$ cat src/rtl/core/jse_pkg.sv
`timescale 1ns / 1ps

package jse_pkg;

   // Width of the running output byte count.
   localparam int LENGTH_BITS = 16;
   // Width of the length field of a result.
   localparam int LEN_FIELD_W = 16;
   // Width that holds count plus run length, or capacity, without overflow.
   localparam int CMP_W = ((LENGTH_BITS > 16) ? LENGTH_BITS : 16) + 1;

   localparam int QUEUE_DEPTH = 4;
   localparam int Q_PTR_W     = 2;

   typedef logic [LENGTH_BITS-1:0] count_type;
   typedef logic [LEN_FIELD_W-1:0] len_type;
   typedef logic [CMP_W-1:0]       cmp_type;
   typedef logic [15:0]            cap_type;
   typedef logic [2:0]             beat_type;
   typedef logic [Q_PTR_W-1:0]     qptr_type;
   typedef logic [Q_PTR_W:0]       qcnt_type;

   localparam cap_type CAPACITY_RESET = 16'hFFFF;

   // Characters that take part in the escape rules.
   localparam logic [7:0] CHR_NUL    = 8'h00;
   localparam logic [7:0] CHR_BS     = 8'h08;
   localparam logic [7:0] CHR_TAB    = 8'h09;
   localparam logic [7:0] CHR_LF     = 8'h0A;
   localparam logic [7:0] CHR_FF     = 8'h0C;
   localparam logic [7:0] CHR_CR     = 8'h0D;
   localparam logic [7:0] CHR_QUOTE  = 8'h22;
   localparam logic [7:0] CHR_ZERO   = 8'h30;
   localparam logic [7:0] CHR_BSLASH = 8'h5C;
   localparam logic [7:0] CHR_LOW_A  = 8'h61;
   localparam logic [7:0] CHR_LOW_B  = 8'h62;
   localparam logic [7:0] CHR_LOW_F  = 8'h66;
   localparam logic [7:0] CHR_LOW_N  = 8'h6E;
   localparam logic [7:0] CHR_LOW_R  = 8'h72;
   localparam logic [7:0] CHR_LOW_T  = 8'h74;
   localparam logic [7:0] CHR_LOW_U  = 8'h75;
   localparam logic [7:0] CTRL_LIMIT = 8'h20;

   // Run lengths of the three escape forms.
   localparam logic [2:0] RUN_LEN_PLAIN = 3'd1;
   localparam logic [2:0] RUN_LEN_SHORT = 3'd2;
   localparam logic [2:0] RUN_LEN_UNI   = 3'd6;

   typedef enum logic [1:0] {
      KIND_PLAIN,
      KIND_SHORT,
      KIND_UNI,
      KIND_END
   } kind_type;

   // One queued run: what the back end has to emit.
   typedef struct packed {
      kind_type   kind;
      logic [7:0] chr;
      count_type  base;
   } run_type;

   typedef struct packed {
      logic full;
      logic empty;
   } queue_status_type;

   function automatic logic [7:0] hex_digit(input logic [3:0] nib);
      logic [7:0] res;
      if (nib < 4'd10) begin
         res = CHR_ZERO + {4'd0, nib};
      end else begin
         res = CHR_LOW_A + {4'd0, nib} - 8'd10;
      end
      return res;
   endfunction

endpackage

$ cat src/rtl/core/jse_if.sv
`timescale 1ns / 1ps

interface jse_req_if;
   logic       valid;
   logic       ready;
   logic [7:0] in_byte;
   modport source (output valid, output in_byte, input ready);
   modport sink (input valid, input in_byte, output ready);
endinterface

interface jse_rsp_if;
   logic                    valid;
   logic                    ready;
   logic [7:0]              out_byte;
   logic                    is_end;
   logic                    last;
   logic [15:0]             length;
   modport source (output valid, output out_byte, output is_end, output last,
                   output length, input ready);
   modport sink (input valid, input out_byte, input is_end, input last,
                 input length, output ready);
endinterface

interface jse_csr_if;
   logic        valid;
   logic        ready;
   logic [15:0] capacity;
   modport source (output valid, output capacity, input ready);
   modport sink (input valid, input capacity, output ready);
endinterface

$ cat src/rtl/core/jse_queue.sv
`timescale 1ns / 1ps

module jse_queue (
   input  logic                      clock,
   input  logic                      reset,
   input  logic                      push,
   input  jse_pkg::run_type          push_data,
   input  logic                      pop,
   output jse_pkg::run_type          pop_data,
   output jse_pkg::queue_status_type status
);

   jse_pkg::run_type  mem_ff [jse_pkg::QUEUE_DEPTH];
   jse_pkg::qptr_type wr_ptr_ff, wr_ptr_in;
   jse_pkg::qptr_type rd_ptr_ff, rd_ptr_in;
   jse_pkg::qcnt_type cnt_ff, cnt_in;

   always_comb begin
      wr_ptr_in = wr_ptr_ff;
      rd_ptr_in = rd_ptr_ff;
      cnt_in    = cnt_ff;
      if (push) begin
         wr_ptr_in = wr_ptr_ff + jse_pkg::qptr_type'(1);
      end
      if (pop) begin
         rd_ptr_in = rd_ptr_ff + jse_pkg::qptr_type'(1);
      end
      if (push && !pop) begin
         cnt_in = cnt_ff + jse_pkg::qcnt_type'(1);
      end else if (pop && !push) begin
         cnt_in = cnt_ff - jse_pkg::qcnt_type'(1);
      end
   end

   always_ff @(posedge clock) begin
      if (reset) begin
         wr_ptr_ff <= '0;
         rd_ptr_ff <= '0;
         cnt_ff    <= '0;
      end else begin
         wr_ptr_ff <= wr_ptr_in;
         rd_ptr_ff <= rd_ptr_in;
         cnt_ff    <= cnt_in;
      end
   end

   always_ff @(posedge clock) begin
      if (push) begin
         mem_ff[wr_ptr_ff] <= push_data;
      end
   end

   assign pop_data     = mem_ff[rd_ptr_ff];
   assign status.full  = (cnt_ff == jse_pkg::qcnt_type'(jse_pkg::QUEUE_DEPTH));
   assign status.empty = (cnt_ff == '0);

endmodule

$ cat src/rtl/core/jse_front.sv
`timescale 1ns / 1ps

module jse_front (
   input  logic                      clock,
   input  logic                      reset,
   jse_req_if.sink                   req,
   jse_csr_if.sink                   csr,
   input  jse_pkg::queue_status_type q_status,
   output logic                      push,
   output jse_pkg::run_type          push_data
);

   jse_pkg::cap_type   capacity_ff;
   jse_pkg::count_type count_ff, count_in;
   logic               halted_ff, halted_in;

   jse_pkg::kind_type  kind;
   logic [7:0]         esc_chr;
   logic [2:0]         run_len;
   jse_pkg::cmp_type   sum;
   logic               accept;
   logic               is_nul;
   logic               fits;

   // Classify the byte into one of the escape forms.
   always_comb begin
      kind    = jse_pkg::KIND_PLAIN;
      esc_chr = req.in_byte;
      unique case (req.in_byte)
         jse_pkg::CHR_QUOTE:  kind = jse_pkg::KIND_SHORT;
         jse_pkg::CHR_BSLASH: kind = jse_pkg::KIND_SHORT;
         jse_pkg::CHR_LF: begin
            kind    = jse_pkg::KIND_SHORT;
            esc_chr = jse_pkg::CHR_LOW_N;
         end
         jse_pkg::CHR_CR: begin
            kind    = jse_pkg::KIND_SHORT;
            esc_chr = jse_pkg::CHR_LOW_R;
         end
         jse_pkg::CHR_TAB: begin
            kind    = jse_pkg::KIND_SHORT;
            esc_chr = jse_pkg::CHR_LOW_T;
         end
         jse_pkg::CHR_BS: begin
            kind    = jse_pkg::KIND_SHORT;
            esc_chr = jse_pkg::CHR_LOW_B;
         end
         jse_pkg::CHR_FF: begin
            kind    = jse_pkg::KIND_SHORT;
            esc_chr = jse_pkg::CHR_LOW_F;
         end
         default: begin
            if (req.in_byte < jse_pkg::CTRL_LIMIT) begin
               kind = jse_pkg::KIND_UNI;
            end
         end
      endcase
   end

   always_comb begin
      unique case (kind)
         jse_pkg::KIND_SHORT: run_len = jse_pkg::RUN_LEN_SHORT;
         jse_pkg::KIND_UNI:   run_len = jse_pkg::RUN_LEN_UNI;
         default:             run_len = jse_pkg::RUN_LEN_PLAIN;
      endcase
   end

   assign req.ready = !q_status.full;
   assign csr.ready = 1'b1;
   assign accept    = req.valid && req.ready;
   assign is_nul    = (req.in_byte == jse_pkg::CHR_NUL);
   assign sum       = jse_pkg::cmp_type'(count_ff) + jse_pkg::cmp_type'(run_len);
   assign fits      = (sum < jse_pkg::cmp_type'(capacity_ff));

   assign push           = accept && (is_nul || (!halted_ff && fits));
   assign push_data.kind = is_nul ? jse_pkg::KIND_END : kind;
   assign push_data.chr  = esc_chr;
   assign push_data.base = count_ff;

   always_comb begin
      count_in  = count_ff;
      halted_in = halted_ff;
      if (accept) begin
         if (is_nul) begin
            count_in  = '0;
            halted_in = 1'b0;
         end else if (!halted_ff) begin
            if (fits) begin
               count_in = jse_pkg::count_type'(sum);
            end else begin
               halted_in = 1'b1;
            end
         end
      end
   end

   always_ff @(posedge clock) begin
      if (reset) begin
         capacity_ff <= jse_pkg::CAPACITY_RESET;
         count_ff    <= '0;
         halted_ff   <= 1'b0;
      end else begin
         if (csr.valid && csr.ready) begin
            capacity_ff <= csr.capacity;
         end
         count_ff  <= count_in;
         halted_ff <= halted_in;
      end
   end

endmodule

$ cat src/rtl/core/jse_back.sv
`timescale 1ns / 1ps

module jse_back (
   input  logic                      clock,
   input  logic                      reset,
   input  jse_pkg::run_type          run,
   input  jse_pkg::queue_status_type q_status,
   output logic                      pop,
   jse_rsp_if.source                 rsp
);

   jse_pkg::beat_type  beat_ff, beat_in;
   logic               valid_ff, valid_in;
   logic [7:0]         byte_ff, byte_in;
   logic               is_end_ff, is_end_in;
   logic               last_ff, last_in;
   jse_pkg::len_type   length_ff, length_in;

   jse_pkg::beat_type  last_beat;
   jse_pkg::count_type len_sum;
   logic               can_load;
   logic               take;

   always_comb begin
      unique case (run.kind)
         jse_pkg::KIND_SHORT: last_beat = jse_pkg::RUN_LEN_SHORT - 3'd1;
         jse_pkg::KIND_UNI:   last_beat = jse_pkg::RUN_LEN_UNI - 3'd1;
         default:             last_beat = '0;
      endcase
   end

   assign can_load = !valid_ff || rsp.ready;
   assign take     = !q_status.empty && can_load;
   assign pop      = take && (beat_ff == last_beat);
   assign len_sum  = run.base + jse_pkg::count_type'(beat_ff) + jse_pkg::count_type'(1);

   // Byte of the current beat.
   always_comb begin
      byte_in = jse_pkg::CHR_BSLASH;
      unique case (run.kind)
         jse_pkg::KIND_PLAIN: byte_in = run.chr;
         jse_pkg::KIND_SHORT: begin
            if (beat_ff != '0) begin
               byte_in = run.chr;
            end
         end
         jse_pkg::KIND_UNI: begin
            case (beat_ff) inside
               3'd1:       byte_in = jse_pkg::CHR_LOW_U;
               3'd2, 3'd3: byte_in = jse_pkg::CHR_ZERO;
               3'd4:       byte_in = jse_pkg::hex_digit(run.chr[7:4]);
               3'd5:       byte_in = jse_pkg::hex_digit(run.chr[3:0]);
               default:    byte_in = jse_pkg::CHR_BSLASH;
            endcase
         end
         default: byte_in = jse_pkg::CHR_NUL;
      endcase
   end

   always_comb begin
      valid_in  = valid_ff;
      beat_in   = beat_ff;
      is_end_in = is_end_ff;
      last_in   = last_ff;
      length_in = length_ff;
      if (can_load) begin
         valid_in = !q_status.empty;
      end
      if (take) begin
         is_end_in = (run.kind == jse_pkg::KIND_END);
         last_in   = (beat_ff == last_beat);
         length_in = (run.kind == jse_pkg::KIND_END) ? jse_pkg::len_type'(run.base)
                                                      : jse_pkg::len_type'(len_sum);
         beat_in   = pop ? '0 : beat_ff + jse_pkg::beat_type'(1);
      end
   end

   always_ff @(posedge clock) begin
      if (reset) begin
         valid_ff <= 1'b0;
         beat_ff  <= '0;
      end else begin
         valid_ff <= valid_in;
         beat_ff  <= beat_in;
      end
   end

   always_ff @(posedge clock) begin
      if (take) begin
         byte_ff <= byte_in;
      end
      is_end_ff <= is_end_in;
      last_ff   <= last_in;
      length_ff <= length_in;
   end

   assign rsp.valid    = valid_ff;
   assign rsp.out_byte = byte_ff;
   assign rsp.is_end   = is_end_ff;
   assign rsp.last     = last_ff;
   assign rsp.length   = length_ff;

endmodule

$ cat src/rtl/core/json_string_escape.sv
`timescale 1ns / 1ps
// An accepted byte is written into the run queue and from there into the back end's output register.
// Throughput: one output byte per cycle with the sink ready, set by the back end's single output
//   register; a pass-through byte is one byte, a short escape two and a \u00xx escape six.
// Input bytes are taken back to back while the four-entry run queue has room.
// Reset is synchronous and active high: count, halt flag, queue and output valid clear,
//   and capacity returns to 65535.

module json_string_escape (
   input  logic      clock,
   input  logic      reset,
   jse_req_if.sink   req_chan,
   jse_rsp_if.source rsp_chan,
   jse_csr_if.sink   csr_chan
);

   // The front end classifies each byte, checks whether its whole escape run
   // still fits below the capacity, and keeps the running output count and the
   // halt flag. Runs that fit while the string is not halted, and every
   // terminator, go into a short queue as one descriptor each: the escape form,
   // the character and the count before the run.
   logic                      q_push;
   logic                      q_pop;
   jse_pkg::run_type          q_push_data;
   jse_pkg::run_type          q_pop_data;
   jse_pkg::queue_status_type q_status;

   jse_front u_front (
      .clock     (clock),
      .reset     (reset),
      .req       (req_chan),
      .csr       (csr_chan),
      .q_status  (q_status),
      .push      (q_push),
      .push_data (q_push_data)
   );

   // The queue decouples the two sides, so that the front keeps taking bytes
   // while the back works through a multi-byte escape or waits on the sink.
   jse_queue u_queue (
      .clock     (clock),
      .reset     (reset),
      .push      (q_push),
      .push_data (q_push_data),
      .pop       (q_pop),
      .pop_data  (q_pop_data),
      .status    (q_status)
   );

   // The back end walks each descriptor one output byte per cycle into its
   // output register while the sink is ready. It computes the running length
   // from the count stored with the run, so it never has to look at the front end's state.
   jse_back u_back (
      .clock    (clock),
      .reset    (reset),
      .run      (q_pop_data),
      .q_status (q_status),
      .pop      (q_pop),
      .rsp      (rsp_chan)
   );

   // The front end never pushes into a full queue.
   assert property (@(posedge clock) disable iff (reset) q_push |-> !q_status.full)
      else $error("run queue overflow");

   // The back end never pops an empty queue.
   assert property (@(posedge clock) disable iff (reset) q_pop |-> !q_status.empty)
      else $error("run queue underflow");

   // An accepted terminator always leaves a descriptor in the queue.
   assert property (@(posedge clock) disable iff (reset)
      (req_chan.valid && req_chan.ready && (req_chan.in_byte == jse_pkg::CHR_NUL))
      |=> !q_status.empty)
      else $error("terminator was not queued");

endmodule

$ cat src/flat_wrapper.sv
// flat-port wrapper written by rule: the top's interface ports become plain ports
module json_string_escape_flat 
  (clock, reset, req_chan_valid, req_chan_in_byte, req_chan_ready, rsp_chan_valid, rsp_chan_out_byte, rsp_chan_is_end, rsp_chan_last, rsp_chan_length, rsp_chan_ready, csr_chan_valid, csr_chan_capacity, csr_chan_ready);
  jse_req_if req_chan_i ();
  jse_rsp_if rsp_chan_i ();
  jse_csr_if csr_chan_i ();
  input  logic clock;
  input  logic reset;
  input wire logic [$bits(req_chan_i.valid)-1:0] req_chan_valid;
  input wire logic [$bits(req_chan_i.in_byte)-1:0] req_chan_in_byte;
  output wire logic [$bits(req_chan_i.ready)-1:0] req_chan_ready;
  output wire logic [$bits(rsp_chan_i.valid)-1:0] rsp_chan_valid;
  output wire logic [$bits(rsp_chan_i.out_byte)-1:0] rsp_chan_out_byte;
  output wire logic [$bits(rsp_chan_i.is_end)-1:0] rsp_chan_is_end;
  output wire logic [$bits(rsp_chan_i.last)-1:0] rsp_chan_last;
  output wire logic [$bits(rsp_chan_i.length)-1:0] rsp_chan_length;
  input wire logic [$bits(rsp_chan_i.ready)-1:0] rsp_chan_ready;
  input wire logic [$bits(csr_chan_i.valid)-1:0] csr_chan_valid;
  input wire logic [$bits(csr_chan_i.capacity)-1:0] csr_chan_capacity;
  output wire logic [$bits(csr_chan_i.ready)-1:0] csr_chan_ready;
  assign req_chan_i.valid = req_chan_valid;
  assign req_chan_i.in_byte = req_chan_in_byte;
  assign req_chan_ready = req_chan_i.ready;
  assign rsp_chan_valid = rsp_chan_i.valid;
  assign rsp_chan_out_byte = rsp_chan_i.out_byte;
  assign rsp_chan_is_end = rsp_chan_i.is_end;
  assign rsp_chan_last = rsp_chan_i.last;
  assign rsp_chan_length = rsp_chan_i.length;
  assign rsp_chan_i.ready = rsp_chan_ready;
  assign csr_chan_i.valid = csr_chan_valid;
  assign csr_chan_i.capacity = csr_chan_capacity;
  assign csr_chan_ready = csr_chan_i.ready;
  json_string_escape u_core (.clock(clock), .reset(reset), .req_chan(req_chan_i), .rsp_chan(rsp_chan_i), .csr_chan(csr_chan_i));
endmodule
$ cat config.mk
export PLATFORM = sky130hd
export DESIGN_NAME = json_string_escape_flat
export DESIGN_NICKNAME = d
export VERILOG_FILES = /design/src/rtl/core/jse_pkg.sv /design/src/rtl/core/jse_if.sv /design/src/rtl/core/jse_queue.sv /design/src/rtl/core/jse_front.sv /design/src/rtl/core/jse_back.sv /design/src/rtl/core/json_string_escape.sv /design/src/flat_wrapper.sv
export SDC_FILE = /design/constraint.sdc
export NUM_CORES = 1
export LEC_CHECK = 0
export BUFFER_PORTS_ARGS = -buffer_cell sky130_fd_sc_hd__buf_2
export CAP_MARGIN = 30
export CORE_MARGIN = 2
export CORE_UTILIZATION = 55
export DETAILED_ROUTE_END_ITERATION = 10
export PLACE_DENSITY_LB_ADDON = 0.12
export REMOVE_ABC_BUFFERS = 1
export SLEW_MARGIN = 20
export SYNTH_ARGS = -nofsm -noshare
export SYNTH_HDL_FRONTEND = slang
export SYNTH_HIERARCHICAL = 1
export SYNTH_SLANG_ARGS = --single-unit
$ cat constraint.sdc
create_clock -name clock -period 6.7 [get_ports clock]
set_clock_uncertainty 0.1 [all_clocks]
set_input_delay 1.34 -clock clock [delete_from_list [all_inputs] [get_ports clock]]
set_output_delay 1.34 -clock clock [all_outputs]
set_load 0.005 [all_outputs]
==> results of run 1 <==
[routing by layer]
layer / part of all wire [%] / wire, um / vias up / global-route usage, %
li1: - / - / 2557 / -
met1: 46 / 7460 / 2540 / 28.7
met2: 47 / 7530 / 154 / 33.4
met3: 4.8 / 779 / 30 / 4.76
met4: 1.9 / 312 / 0 / 7.11
met5: 0 / 0 / - / 0
[power by group]
part | total [W] | switching (W) | internal [W]
logic | 0.00105 | 0.000600 | 0.000446
registers | 0.00154 | 0.0000777 | 0.00146
clock network | 0.000994 | 0.000426 | 0.000568
[worst min path at each step]
stage | start | endpoint | slack, ns | depth (start not counted)
after floorplan | u_core/u_front/halted_ff$_SDFFE_PP0P_ | u_core/u_front/halted_ff$_SDFFE_PP0P_ | 0.33 | 2
after global placement | u_core/u_front/capacity_ff[0]$_SDFFE_PP1P_ | u_core/u_front/capacity_ff[0]$_SDFFE_PP1P_ | 0.36 | 2
after detailed placement | u_core/u_front/halted_ff$_SDFFE_PP0P_ | u_core/u_front/halted_ff$_SDFFE_PP0P_ | 0.37 | 2
after CTS | u_core/u_front/halted_ff$_SDFFE_PP0P_ | u_core/u_front/halted_ff$_SDFFE_PP0P_ | 0.38 | 2
after global routing | u_core/u_front/halted_ff$_SDFFE_PP0P_ | u_core/u_front/halted_ff$_SDFFE_PP0P_ | 0.40 | 2
final | u_core/u_front/halted_ff$_SDFFE_PP0P_ | u_core/u_front/halted_ff$_SDFFE_PP0P_ | 0.38 | 2
[registers in the layout (all words and copies together), names as in the netlist, named ones only]
| name | flops |
|---|---|
| u_core/u_front/halted_ff | 1 |
| u_core/u_queue/rd_ptr_ff | 2 |
| u_core/u_back/rsp.out_byte | 8 |
| u_core/u_queue/wr_ptr_ff | 2 |
| u_core/u_back/rsp.last | 1 |
| u_core/u_back/rsp.length | 16 |
| u_core/u_back/rsp.is_end | 1 |
| u_core/u_back/rsp.valid | 1 |
| u_core/u_queue/mem_ff | 104 |
| u_core/u_queue/cnt_ff | 3 |
| u_core/u_front/count_ff | 16 |
| u_core/u_back/beat_ff | 3 |
| u_core/u_front/capacity_ff | 16 |
[worst max-delay path, cell delays in order]
cell and delay [ns]:
buf_2 0.14, or2_1 0.25, or3_1 0.35, nor3_1 0.19
a41oi_1 0.06, o21a_1 0.24, nand2_1 0.10, inv_1 0.08
fa_1 0.45, nor2b_1 0.19, o2111a_1 0.39, nand3_1 0.18
nand2_1 0.11, nand2_1 0.06, ha_1 0.32, a21oi_1 0.19
nand2_1 0.08, o41ai_2 0.40, a21oi_2 0.13, clkinv_2 0.06
ha_1 0.17, inv_1 0.06, fa_1 0.37, xor2_1 0.17
or3_1 0.30, a21oi_1 0.14
[cells in the mapped netlist (all sizes together) (3+ instances only)]
master     n
dfxtp     46
and3       3
a21o       5
a211oi    12
mux2i      3
xnor2     17
xor2      17
nor3       8
nand3     20
ha        37
clkbuf    15
o31ai      3
and2       7
nand2     58
buf       14
a31oi      3
or2        4
a2111oi    3
edfxtp   130
and4       3
nor2      29
fa         3
o21ai      9
nor2b      9
or3        7
mux4      26
nand3b     4
o32ai      3
a21oi     36
a31o       3
inv       49
o211ai    18
nor3b      4
nand4      7
nand2b     9
[area by class of cell]
class	count	share of cell area (%)
clock buffer	19	4.65
multi-input combinational	397	33.9
timing repair buffer	71	4.73
tap	188	2.47
inverter	50	1.98
sequential	176	50.7
clock inverter	13	1.59
[kinds of logic after synthesis]
family,Yosys count,synth area share (%)
flip-flops,176,57.3
multiplexers,30,7.71
AO/OA/AOI/OAI,114,9.82
XOR/XNOR,34,3.63
AND/OR/NAND/NOR,178,10.9
adder cells (fa/ha/maj),40,6.21
buffers and inverters,79,4.38
other,1,0.0445
[through the flow]
stage	utilization [%]	setup slack, ns	cell area, um^2
after floorplan	-	0.135	8240
after global placement	59.1	0.224	8910
after detailed placement	59.1	0.0309	8910
after CTS	63.0	0.448	9510
after global routing	63.1	0.0198	9520
final	63.1	0.421	9520
==> run summary, run 1 <==
outcome = finished clean
H-tree depth = 4
Final #Nets = 782
Synth area leaders = edfxtp_1, dfxtp_1, ha_1, mux4_2, nand2_1
total number of vias = 5281
FF+latch count, synth = 176
router iterations before antenna repair = 5
RSZ-0062 raised after global routing = no
Leakage Power = 3.73 nW
final period utilization = 93.7%
Critical Path End Type = register
Core Region = 15100 um^2
Total Wirelength = 16.1 mm
post-route non-filler standard cell count = 914
Post-Synthesis Cells = 652
hold crit path type = register to register
die area = 16300 um^2
GRT overflow = 0
pwr dens = 376 nW/um^2
Reg clk slew, reported paths = 0.07 ns
post-CTS sizing = 0
Final min period = 6.28 ns
HPWL Detailed = 11.1 mm
initial antenna violation count = 0
Post CTS Setup Buffer Count = 0
Max Slew Vio Count = 0
EDFF count, synth = 130
number of distinct library cells after synthesis = 70
worst slew pin tran = 0.816 ns
reg2reg start = u_core/u_front/count_ff[0]$_SDFFE_PP0P_
vias in the first global route = 5106
Total GRT Usage = 20.9%
CTS Buf Count = 17
CP arrival = 6.54 ns
largest area contributor in the netlist = edfxtp_1
r2r endpoint = u_core/u_queue/cnt_ff[2]$_SDFFE_PP0P_
Worst VDD drop = 200 uV
Clock Latency Late Sink = 0.43 ns
Synth async-reset ratio = 0%
hold buffers post-CTS = 0
antenna viol nets, final = 0
wire length of the first global-routing pass = 26.0 mm
CTS tree = done
CP startpoint kind = input pin
Hold Worst Slack = 0.383 ns
crit path kind = input pin to register
via/cell ratio = 5.78
layout cells sized above 1 = 19.3%
Yosys top cell area share = 46.4%
TNS Setup = 0 ns
Final Power = 0.00358 W
Mapped Avg Cell Area = 12.9 um^2
Syn. warnings = 6
CP Max Fanout = 9
# IOs = 58
endpoints failing setup = 0
Filler Cell Count = 1161
CP startpoint = req_chan_in_byte[0]
max cap viols = 0
R2R cell count = 20
Clock Tree Buf Depth = 2
diode count = 0
Max Clock Freq = 159 MHz
sequential fraction of the synthesis area = 57.3%
gp weighted congestion = 0.858
Slew headroom = 45.5%
drt drc = 0
multi-input combinational cell area = 3230 um^2
clk sinks = 176
die height = 128 um
Synth Flop Type = edfxtp_1
Row Count = 45
largest net degree at the start of global routing = 32
reg-to-reg slack, setup = 2.11 ns
DR WL/cell = 17.6 um
Setup crit end = u_core/u_queue/cnt_ff[2]$_SDFFE_PP0P_
register area = 4820 um^2
Req. time, crit path = 6.96 ns
Initial DRC Count = 470
chip width = 128 um
Initial Utilization = 55.8%
commonest non-fill, non-tap cells in the layout = edfxtp_1, nand2_1, buf_2
Mapped Area = 8420 um^2
Root Driver = clkbuf_16
Placed Cells = 881
most common cell after layout, fill and taps aside = edfxtp_1
PortBufs = 56
Area Growth Syn to Fin = 13.1%
Final Hold Fails = 0
No activity file was read; power rests on OpenSTA's default activity.
==> run 2: changes to the inputs <==
--- a/config.mk
+++ b/config.mk
@@ -8,7 +8,8 @@
 export BUFFER_PORTS_ARGS = -buffer_cell sky130_fd_sc_hd__buf_2
 export CAP_MARGIN = 30
 export CORE_MARGIN = 2
-export CORE_UTILIZATION = 55
+export CORE_UTILIZATION = 57
+export CTS_BUF_LIST = sky130_fd_sc_hd__clkbuf_2 sky130_fd_sc_hd__clkbuf_4 sky130_fd_sc_hd__clkbuf_8
 export DETAILED_ROUTE_END_ITERATION = 10
 export PLACE_DENSITY_LB_ADDON = 0.12
 export REMOVE_ABC_BUFFERS = 1
==> run 2 against run 1 <==
Wire length decreased by 2.3%. Largest cell class unchanged. Count of clock-buffer cells in the layout rose by 2. Via count is 0.13% lower.
==> run summary, run 2 (same netlist as run 1, synthesis figures left out) <==
GRT overflow = 0 (unchanged)
Final Hold Fails = 0 (unchanged)
CP Max Fanout = 9 (unchanged)
Initial DRC Count = 355 (was 470)
CP startpoint kind = input pin (unchanged)
H-tree depth = 4 (unchanged)
Final #Nets = 780 (was 782)
via/cell ratio = 5.81 (was 5.78)
endpoints failing setup = 0 (unchanged)
worst slew pin tran = 0.780 ns (was 0.816 ns)
CP arrival = 6.63 ns (was 6.54 ns)
Hold Worst Slack = 0.392 ns (was 0.383 ns)
Final min period = 6.35 ns (was 6.28 ns)
Filler Cell Count = 1084 (was 1161)
router iterations before antenna repair = 4 (was 5)
clk sinks = 176 (unchanged)
Worst VDD drop = 152 uV (was 200 uV)
wire length of the first global-routing pass = 25.8 mm (was 26.0 mm)
Req. time, crit path = 6.98 ns (was 6.96 ns)
hold crit path type = register to register (unchanged)
antenna viol nets, final = 0 (unchanged)
crit path kind = input pin to register (unchanged)
largest net degree at the start of global routing = 32 (unchanged)
most common cell after layout, fill and taps aside = edfxtp_1 (unchanged)
diode count = 0 (unchanged)
hold-critical path depth = 2 (unchanged)
Core Region = 14500 um^2 (was 15100 um^2)
Area Growth Syn to Fin = 10.5% (was 13.1%)
layout cells sized above 1 = 19.2% (was 19.3%)
PortBufs = 56 (unchanged)
commonest non-fill, non-tap cells in the layout = edfxtp_1, nand2_1, buf_2 (unchanged)
hold buffers post-CTS = 0 (unchanged)
total number of vias = 5274 (was 5281)
CTS tree = done (unchanged)
chip width = 126 um (was 128 um)
pwr dens = 353 nW/um^2 (was 376 nW/um^2)
gp weighted congestion = 0.903 (was 0.858)
post-CTS sizing = 0 (unchanged)
HPWL Detailed = 11.0 mm (was 11.1 mm)
die area = 15800 um^2 (was 16300 um^2)
Post CTS Setup Buffer Count = 0 (unchanged)
drt drc = 0 (unchanged)
Clock Tree Buf Depth = 2 (unchanged)
register with the highest flop count = u_core/u_queue/mem_ff (unchanged)
initial antenna violation count = 0 (unchanged)
Max Clock Freq = 157 MHz (was 159 MHz)
Row Count = 44 (was 45)
Max Slew Vio Count = 0 (unchanged)
DR WL/cell = 17.3 um (was 17.6 um)
worst setup margin = 0.350 ns (was 0.421 ns)
RSZ-0062 raised after global routing = no (unchanged)
final period utilization = 94.8% (was 93.7%)
R2R cell count = 20 (unchanged)
outcome = finished clean (unchanged)
Critical Path End Type = register (unchanged)
CTS Buf Count = 17 (unchanged)
Reg clk slew, reported paths = 0.08 ns (was 0.07 ns)
Place WS = -0.0982 ns (was 0.0309 ns)
Clock Latency Late Sink = 0.46 ns (was 0.43 ns)
Total GRT Usage = 20.8% (was 20.9%)
Leakage Power = 3.63 nW (was 3.73 nW)
Root Driver = clkbuf_8 (was clkbuf_16)
Total Wirelength = 15.7 mm (was 16.1 mm)
max cap viols = 0 (unchanged)
Slew headroom = 48.0% (was 45.5%)
die height = 126 um (was 128 um)
number of flip-flops in the largest register = 104 (unchanged)
vias in the first global route = 5113 (was 5106)
Initial Utilization = 58.2% (was 55.8%)
# IOs = 58 (unchanged)
## run 2: cell count changes in the layout (fill, tap and decap cells not counted), sizes merged
cell	change
buf	-2
bufinv	-1
clkbuf	+2
inv	-4
clkinv	+2
clkinvlp	+1
## run 2: final timing paths
kind	slack, ns	start	endpoint
setup / recovery	0.35	req_chan_in_byte[2]	u_core/u_queue/cnt_ff[2]$_SDFFE_PP0P_
hold / removal	0.39	u_core/u_front/halted_ff$_SDFFE_PP0P_	u_core/u_front/halted_ff$_SDFFE_PP0P_
setup reg to reg	2.05	u_core/u_front/count_ff[0]$_SDFFE_PP0P_	u_core/u_queue/cnt_ff[2]$_SDFFE_PP0P_
hold reg to reg	0.39	u_core/u_front/halted_ff$_SDFFE_PP0P_	u_core/u_front/halted_ff$_SDFFE_PP0P_
## run 2: final cells by class
class	count	area [um^2]	share of cell area (%)
timing repair buffer	69	448	4.81
sequential	176	4820	51.8
inverter	50	189	2.03
tap	184	230	2.47
clock buffer	21	283	3.04
multi-input combinational	397	3230	34.7
clock inverter	11	106	1.14
## run 2: stage by stage
stage / utilization [%] / cells / power [W] / TNS, ns / cell area (um^2)
3_5_place_dp: 61.4 / 875 / 0.00260 / -0.0982 / 8890
5_1_grt: 64.3 / 908 / 0.00349 / 0 / 9310
3_3_place_gp: 61.4 / 875 / 0.00255 / 0 / 8890
2_1_floorplan: - / 623 / 0.00224 / 0 / 8240
4_1_cts: 64.1 / 907 / 0.00329 / 0 / 9280
6_report: 64.3 / 908 / 0.00329 / 0 / 9310
## run 2: layer usage
layer	track usage (%)	part of all wire, %
met1	28.2	46
met2	33.9	49
met3	4.49	4.5
met4	6.86	1.4
met5	0	0
## run 2: power by group
| group | switching (W) | leakage (nW) | internal (W) |
|---|---|---|---|
| logic | 0.000603 | 1.81 | 0.000447 |
| registers | 0.0000779 | 1.62 | 0.00146 |
| clock network | 0.000366 | 0.192 | 0.000330 |
## run 2: critical path, cell delays in order
cell	delay (ns)
buf_2	0.12
or2_1	0.25
or3_1	0.36
nor3_1	0.22
a41oi_1	0.08
o21a_1	0.24
nand2_1	0.10
inv_1	0.08
fa_1	0.43
nor2b_1	0.17
o2111a_1	0.38
nand3_1	0.18
nand2_1	0.11
nand2_1	0.06
ha_1	0.32
a21oi_1	0.20
nand2_1	0.10
o41ai_2	0.43
a21oi_2	0.13
clkinv_2	0.07
ha_1	0.17
inv_1	0.06
fa_1	0.37
xor2_1	0.17
or3_1	0.31
a21oi_1	0.17
